$ cat src/svm_pkg.sv
// shared types and constants for the stereo voice mixer
`timescale 1ns / 1ps
`default_nettype none

package svm_pkg;

    localparam int SAMPLE_W  = 16;
    localparam int VOL_W     = 16;
    localparam int FRAC_BITS = 12;
    localparam int PROD_W    = 32;
    localparam int SUM_W     = 38;
    localparam int ADDR_W    = 3;
    localparam int DATA_W    = 32;

    // register index lives in paddr[2]
    localparam int  REG_IDX_LSB = 2;
    localparam logic REG_MUTE   = 1'b0;

    typedef logic signed [SAMPLE_W-1:0] sample_t;
    typedef logic        [VOL_W-1:0]    volume_t;
    typedef logic signed [PROD_W-1:0]   prod_t;
    typedef logic signed [PROD_W:0]     mul_t;
    typedef logic signed [SUM_W-1:0]    sum_t;

    localparam sum_t ROUND_BIAS = sum_t'((1 << FRAC_BITS) - 1);
    localparam sum_t SAT_MAX    = sum_t'(32767);
    localparam sum_t SAT_MIN    = sum_t'(-32768);

endpackage

`default_nettype wire

$ cat src/svm_round_sat.sv
// scales a frame sum down by the volume fraction, truncating toward zero, and saturates
`timescale 1ns / 1ps
`default_nettype none

module svm_round_sat
(
    input  var svm_pkg::sum_t    sum,
    output var svm_pkg::sample_t result,
    output logic                 clip
);
    import svm_pkg::*;

    sum_t biased;
    sum_t quot;

    // negative sums get a bias so the arithmetic shift rounds toward zero
    assign biased = sum + (sum[SUM_W-1] ? ROUND_BIAS : '0);
    assign quot   = biased >>> FRAC_BITS;

    always_comb
    begin
        if (quot > SAT_MAX)
        begin
            result = sample_t'(SAT_MAX);
            clip   = 1'b1;
        end
        else if (quot < SAT_MIN)
        begin
            result = sample_t'(SAT_MIN);
            clip   = 1'b1;
        end
        else
        begin
            result = quot[SAMPLE_W-1:0];
            clip   = 1'b0;
        end
    end

endmodule

`default_nettype wire

$ cat src/stereo_voice_mixer_top.sv
// top level of the stereo voice mixer: input, multiply, accumulate and output stages
//
// channel   | dir | transfer                | payload
// ----------+-----+-------------------------+--------------------------------------
// s_axis    | in  | one voice of a frame    | samples, volume; mono/active; last
// m_axis    | out | one mixed stereo frame  | left/right samples; clipped
// apb       | in  | register access         | mute at address 0
//
// one voice transfer is accepted per cycle, back to back, unless a stall backs up to the input
// after its last voice is accepted, a frame passes the multiply, accumulate and output registers
// the datapath uses two 16x17 multipliers and two 38-bit accumulators
// reset clears all stage valids, both accumulators and mute
// a stall on m_axis backs up stage by stage; non-last voices keep flowing past a full output
`timescale 1ns / 1ps
`default_nettype none

module stereo_voice_mixer_top
(
    input  logic        clk,
    input  logic        rst_n,

    input  logic        s_axis_tvalid,
    output logic        s_axis_tready,
    input  logic [47:0] s_axis_tdata,   // left_sample, right_sample, volume
    input  logic [1:0]  s_axis_tuser,   // is_mono, voice_active
    input  logic        s_axis_tlast,

    output logic        m_axis_tvalid,
    input  logic        m_axis_tready,
    output logic [31:0] m_axis_tdata,   // out_left, out_right
    output logic [0:0]  m_axis_tuser,   // clipped

    input  logic                      psel,
    input  logic                      penable,
    input  logic                      pwrite,
    input  logic [svm_pkg::ADDR_W-1:0] paddr,
    input  logic [svm_pkg::DATA_W-1:0] pwdata,
    output logic [svm_pkg::DATA_W-1:0] prdata,
    output logic                      pready
);
    import svm_pkg::*;

    logic mute_reg;

    logic    a_valid_reg;
    sample_t a_left_reg;
    sample_t a_right_reg;
    volume_t a_vol_reg;
    logic    a_mono_reg;
    logic    a_active_reg;
    logic    a_last_reg;

    logic  b_valid_reg;
    prod_t b_prod_l_reg;
    prod_t b_prod_r_reg;
    logic  b_last_reg;
    logic  b_mute_reg;

    sum_t acc_l_reg;
    sum_t acc_r_reg;

    logic c_valid_reg;
    sum_t c_sum_l_reg;
    sum_t c_sum_r_reg;
    logic c_mute_reg;

    logic    out_valid_reg;
    sample_t out_left_reg;
    sample_t out_right_reg;
    logic    out_clip_reg;

    logic d_free;
    logic c_move;
    logic c_free;
    logic b_fire;
    logic b_free;
    logic a_move;
    logic a_free;
    logic s_fire;
    logic cfg_write;

    sample_t              mul_r_src;
    logic signed [PROD_W:0] mul_l;
    logic signed [PROD_W:0] mul_r;
    logic                 add_en;
    prod_t                prod_l_next;
    prod_t                prod_r_next;
    sum_t                 acc_l_next;
    sum_t                 acc_r_next;

    sample_t fin_left;
    sample_t fin_right;
    logic    fin_clip_l;
    logic    fin_clip_r;

    // stage handshakes
    assign d_free = !out_valid_reg || m_axis_tready;
    assign c_move = c_valid_reg && d_free;
    assign c_free = !c_valid_reg || d_free;
    assign b_fire = b_valid_reg && (!b_last_reg || c_free);
    assign b_free = !b_valid_reg || b_fire;
    assign a_move = a_valid_reg && b_free;
    assign a_free = !a_valid_reg || b_free;
    assign s_fire = s_axis_tvalid && a_free;

    assign s_axis_tready = a_free;

    // register port
    assign pready    = 1'b1;
    assign cfg_write = psel && penable && pwrite && pready;
    assign prdata    = {{(DATA_W-1){1'b0}}, mute_reg};

    always_ff @(posedge clk or negedge rst_n)
    begin
        if (!rst_n)
        begin
            mute_reg <= 1'b0;
        end
        else if (cfg_write && (paddr[REG_IDX_LSB] == REG_MUTE))
        begin
            mute_reg <= pwdata[0];
        end
    end

    // input stage
    always_ff @(posedge clk or negedge rst_n)
    begin
        if (!rst_n)
        begin
            a_valid_reg <= 1'b0;
        end
        else if (a_free)
        begin
            a_valid_reg <= s_axis_tvalid;
        end
    end

    always_ff @(posedge clk)
    begin
        if (s_fire)
        begin
            a_left_reg   <= s_axis_tdata[15:0];
            a_right_reg  <= s_axis_tdata[31:16];
            a_vol_reg    <= s_axis_tdata[47:32];
            a_mono_reg   <= s_axis_tuser[0];
            a_active_reg <= s_axis_tuser[1];
            a_last_reg   <= s_axis_tlast;
        end
    end

    // multiply stage, mono voices reuse the left sample
    assign mul_r_src   = a_mono_reg ? a_left_reg : a_right_reg;
    assign mul_l       = mul_t'(a_left_reg) * mul_t'({1'b0, a_vol_reg});
    assign mul_r       = mul_t'(mul_r_src) * mul_t'({1'b0, a_vol_reg});
    assign add_en      = a_active_reg && !mute_reg;
    assign prod_l_next = add_en ? mul_l[PROD_W-1:0] : '0;
    assign prod_r_next = add_en ? mul_r[PROD_W-1:0] : '0;

    always_ff @(posedge clk or negedge rst_n)
    begin
        if (!rst_n)
        begin
            b_valid_reg <= 1'b0;
        end
        else if (b_free)
        begin
            b_valid_reg <= a_valid_reg;
        end
    end

    always_ff @(posedge clk)
    begin
        if (a_move)
        begin
            b_prod_l_reg <= prod_l_next;
            b_prod_r_reg <= prod_r_next;
            b_last_reg   <= a_last_reg;
            b_mute_reg   <= mute_reg;
        end
    end

    // accumulate stage
    assign acc_l_next = acc_l_reg + sum_t'(b_prod_l_reg);
    assign acc_r_next = acc_r_reg + sum_t'(b_prod_r_reg);

    always_ff @(posedge clk or negedge rst_n)
    begin
        if (!rst_n)
        begin
            acc_l_reg <= '0;
            acc_r_reg <= '0;
        end
        else if (b_fire)
        begin
            if (b_last_reg)
            begin
                acc_l_reg <= '0;
                acc_r_reg <= '0;
            end
            else
            begin
                acc_l_reg <= acc_l_next;
                acc_r_reg <= acc_r_next;
            end
        end
    end

    always_ff @(posedge clk or negedge rst_n)
    begin
        if (!rst_n)
        begin
            c_valid_reg <= 1'b0;
        end
        else if (c_free)
        begin
            c_valid_reg <= b_fire && b_last_reg;
        end
    end

    always_ff @(posedge clk)
    begin
        if (b_fire && b_last_reg)
        begin
            c_sum_l_reg <= acc_l_next;
            c_sum_r_reg <= acc_r_next;
            c_mute_reg  <= b_mute_reg;
        end
    end

    // scale and saturate
    svm_round_sat u_sat_l
    (
        .sum    (c_sum_l_reg),
        .result (fin_left),
        .clip   (fin_clip_l)
    );

    svm_round_sat u_sat_r
    (
        .sum    (c_sum_r_reg),
        .result (fin_right),
        .clip   (fin_clip_r)
    );

    always_ff @(posedge clk or negedge rst_n)
    begin
        if (!rst_n)
        begin
            out_valid_reg <= 1'b0;
        end
        else if (d_free)
        begin
            out_valid_reg <= c_valid_reg;
        end
    end

    always_ff @(posedge clk)
    begin
        if (c_move)
        begin
            out_left_reg  <= c_mute_reg ? '0 : fin_left;
            out_right_reg <= c_mute_reg ? '0 : fin_right;
            out_clip_reg  <= !c_mute_reg && (fin_clip_l || fin_clip_r);
        end
    end

    assign m_axis_tvalid = out_valid_reg;
    assign m_axis_tdata  = {out_right_reg, out_left_reg};
    assign m_axis_tuser  = out_clip_reg;

`ifndef SYNTHESIS
    a_clear_after_frame : assert property (@(posedge clk) disable iff (!rst_n)
        (b_fire && b_last_reg) |=> (acc_l_reg == '0 && acc_r_reg == '0))
        else $error("accumulators not cleared after frame end");

    a_frame_held : assert property (@(posedge clk) disable iff (!rst_n)
        (c_valid_reg && !d_free) |=> (c_valid_reg && $stable(c_sum_l_reg)
                                      && $stable(c_sum_r_reg)))
        else $error("pending frame sum lost during output stall");

    a_clip_saturated : assert property (@(posedge clk) disable iff (!rst_n)
        (out_valid_reg && out_clip_reg) |->
            (out_left_reg == sample_t'(SAT_MAX) || out_left_reg == sample_t'(SAT_MIN)
             || out_right_reg == sample_t'(SAT_MAX) || out_right_reg == sample_t'(SAT_MIN)))
        else $error("clip flag set without a saturated channel");
`endif

endmodule

`default_nettype wire

$ cat config.mk
export PLATFORM = sky130hd
export DESIGN_NAME = stereo_voice_mixer_top
export DESIGN_NICKNAME = d
export VERILOG_FILES = /design/src/svm_pkg.sv /design/src/svm_round_sat.sv /design/src/stereo_voice_mixer_top.sv
export SDC_FILE = /design/constraint.sdc
export NUM_CORES = 2
export LEC_CHECK = 0
export BUFFER_PORTS_ARGS = -buffer_cell sky130_fd_sc_hd__buf_2
export CORE_MARGIN = 1
export CORE_UTILIZATION = 35
export CTS_CLUSTER_DIAMETER = 100
export DETAILED_ROUTE_END_ITERATION = 10
export SLEW_MARGIN = 30
export SYNTH_ARGS = -nofsm -noshare
export SYNTH_HDL_FRONTEND = slang
export SYNTH_SLANG_ARGS = --single-unit
$ cat constraint.sdc
create_clock -name clk -period 6.9 [get_ports clk]
set_input_delay 0.69 -clock clk [delete_from_list [all_inputs] [get_ports clk]]
set_output_delay 0.69 -clock clk [all_outputs]
set_load 0.02 [all_outputs]
==> summary.txt <==
mux contribution to synthesized area -> 0.619%
# nets final -> 4270
MaxCap Viol Count -> 0
CP Class -> reg -> reg
Final Critical Period -> 6.60 ns
first-pass iteration count of the detailed router -> 5
Top delay family on crit path -> adder cells
ys async rst share -> 26.3%
clock buffer count from CTS -> 38
endpoints failing hold -> 0
routed length on met1 -> 37.3 mm
post-route ant nets -> 0
top cells by area, synth -> fa_1 (24%), edfxtp_1 (21%), ha_1 (12%)
Slew headroom -> 39.4%
Worst EP required -> 7.18 ns
critical path depth -> 26
H-tree depth -> 2
share of the yosys chip area belonging to registers -> 26.7%
Iter 0 DRT Violations -> 1297
clk buf depth -> 3
met3 wire length -> 5.17 mm
die area -> 95900 sq um
commonest cells after routing, fill and taps aside -> inv_1 (494), fa_1 (390), ha_1 (329), nand2_1 (328), edfxtp_1 (227)
FF-to-FF path depth -> 26
# IOs -> 161
crit path max fanout -> 9
DR top layer -> met5
EDFF count, synth -> 227
Worst Path Buf+Inv -> 7
Hold Slack -> 0.0360 ns
port buffer count -> 95
Ys Warns -> 0
CTS clock-pin slew for the worst setup and hold paths -> 0.06 ns
initial core utilization -> 35.4%
crit end category -> flop
Synth Area in Simple Gates -> 14.8%
CTS tree -> yes
die width -> 310 microns
most frequent CP cell -> fa_1
status -> finished, final reports clean
initial antenna violation count -> 3
row count -> 112
mean area per synthesized cell -> 10.0 sq um
root buffer cell -> clkbuf_16
final core utilization -> 39.8%
core area -> 93500 sq um
Synth Instances -> 3307
DRT Wirelength -> 77.4 mm
Synth Area in Compound Gates -> 10.0%
DR WL met2 -> 33.2 mm
Pins Over Slew Limit -> 0
Worst-Skew Late Latency -> 0.57 ns
Area Overhead vs Synth -> 12.4%
DR DRC count -> 0
Syn Std Cell Area -> 33100 sq um
grt ovf -> 0
WL/cell -> 16.3 microns
pin count of the biggest net entering global routing -> 79
Yosys top cell by area -> fa_1
WP data arrival -> 6.88 ns
gpl congestion -> 0.859
vias in the first global route -> 23751
fraction of layout instances using a drive strength above 1 -> 10.9%
vias per cell -> 4.89
DIE HEIGHT -> 310 microns
post-synthesis xor/xnor area fraction -> 3.99%
Worst-Margin Slew -> 0.909 ns
DP Wirelength -> 60.2 mm
Max Freq -> 151 MHz
final period utilization -> 95.7%
first-pass GRT wire length -> 127 mm
largest family of logic cells by synthesized area -> adder cells
startpoint types -> flop
min-delay worst type -> in -> async
worst clock skew -> 0.0230 ns
Vias -> 23180
most common cell after layout, fill and taps aside -> inv_1
crit path max-delay cell type -> fa_1
Top FF cell, synth -> edfxtp_1
Synth top area share -> 23.6%
Overall Global Routing Usage -> 16.6%
Yosys cell types -> 87
largest stage delay on the critical path -> 0.52 ns
CTS sink cnt -> 308
final setup fails -> 0
Seq cells post-synth -> 308
Post-Synth Adder-Cell Area -> 36.0%
## per-layer routing
| layer | track usage, % | vias up |
|---|---|---|
| met4 | 4.01 | 2 |
| met3 | 3.27 | 110 |
| met2 | 25.4 | 599 |
| li1 | - | 11134 |
| met1 | 24.0 | 11335 |
| met5 | 0 | - |
## through the flow
| step | worst slack [ns] | setup TNS (ns) | area (sq um) | instances |
|---|---|---|---|---|
| 2_1_floorplan | 0.0211 | 0 | 33200 | 3337 |
| 3_5_place_dp | -0.0990 | -0.160 | 35700 | 4653 |
| 3_3_place_gp | 0.0362 | 0 | 35700 | 4653 |
| 5_1_grt | -0.0407 | -0.0846 | 37200 | 4741 |
| 4_1_cts | 0.000570 | 0 | 36900 | 4723 |
| 6_report | 0.295 | 0 | 37200 | 4742 |
## cell families after synthesis
logic type / count (synthesis)
AOI/OAI and AO/OA: 477
xor gates and xnor gates: 151
adders and majority gates: 720
buffers and inverters: 652
DFF: 308
muxes: 19
other: 2
and+or+nand+nor: 978
## worst paths after layout
path                                    end  slack (ns)             start
min reg2reg                      c_mute_reg        0.43        b_mute_reg
min                           acc_l_reg[27]        0.04             rst_n
max in group asynchronous     acc_r_reg[25]        5.71             rst_n
max                        b_prod_r_reg[24]        0.30        a_mono_reg
max reg2reg                b_prod_r_reg[24]        0.30        a_mono_reg
min in group clk               a_vol_reg[2]        0.29  s_axis_tdata[34]
## area by class of cell
class	count	area (sq um)
Antenna cell	1	2.50
Clock buffer	52	1070
Clock inverter	18	189
Fill cell	9217	56200
Inverter	495	1860
Multi-Input combinational cell	2377	22000
Sequential cell	308	8840
Tap cell	1254	1570
Timing Repair Buffer	237	1740
## synthesized netlist by cell type, drive strengths merged, types with 48 or more instances
cell / count
edfxtp: 227
clkbuf: 116
xor2: 51
inv: 495
xnor2: 100
nor2b: 73
dfrtp: 81
nor2: 159
a21o: 68
o21ai: 57
nand3: 48
nand2: 330
and2: 203
fa: 390
a22o: 63
ha: 330
a21oi: 138
## worst reg2reg max path, cell delays in order (launching register included)
cell and delay, ns:
edfxtp_1 0.41, buf_12 0.18, buf_4 0.19, mux2_4 0.39, and2_1 0.20, fa_1 0.50
inv_1 0.06, fa_1 0.52, inv_1 0.05, fa_1 0.49, fa_1 0.43, fa_1 0.50
inv_1 0.06, fa_1 0.52, inv_1 0.09, ha_4 0.30, o21ai_0 0.08, nand2b_1 0.11
nand2_1 0.10, nor4_2 0.17, buf_4 0.17, nor2_1 0.05, o21ai_2 0.17, a221oi_2 0.09
nor2b_1 0.15, mux2i_1 0.20, nand3_1 0.15
## repair_timing
item / 4_1_cts / 5_1_grt
endpoints found under the hold margin: 0 / 0
endpoints found under the setup margin: 4 / 14
resized for setup: 5 / 28
buffers inserted: 0 / 16
hold buffers: 0 / 0
pin swaps: 0 / 7
Power is not shown: default switching activity piles up to over one toggle a cycle in this logic, so the estimate is an artifact.
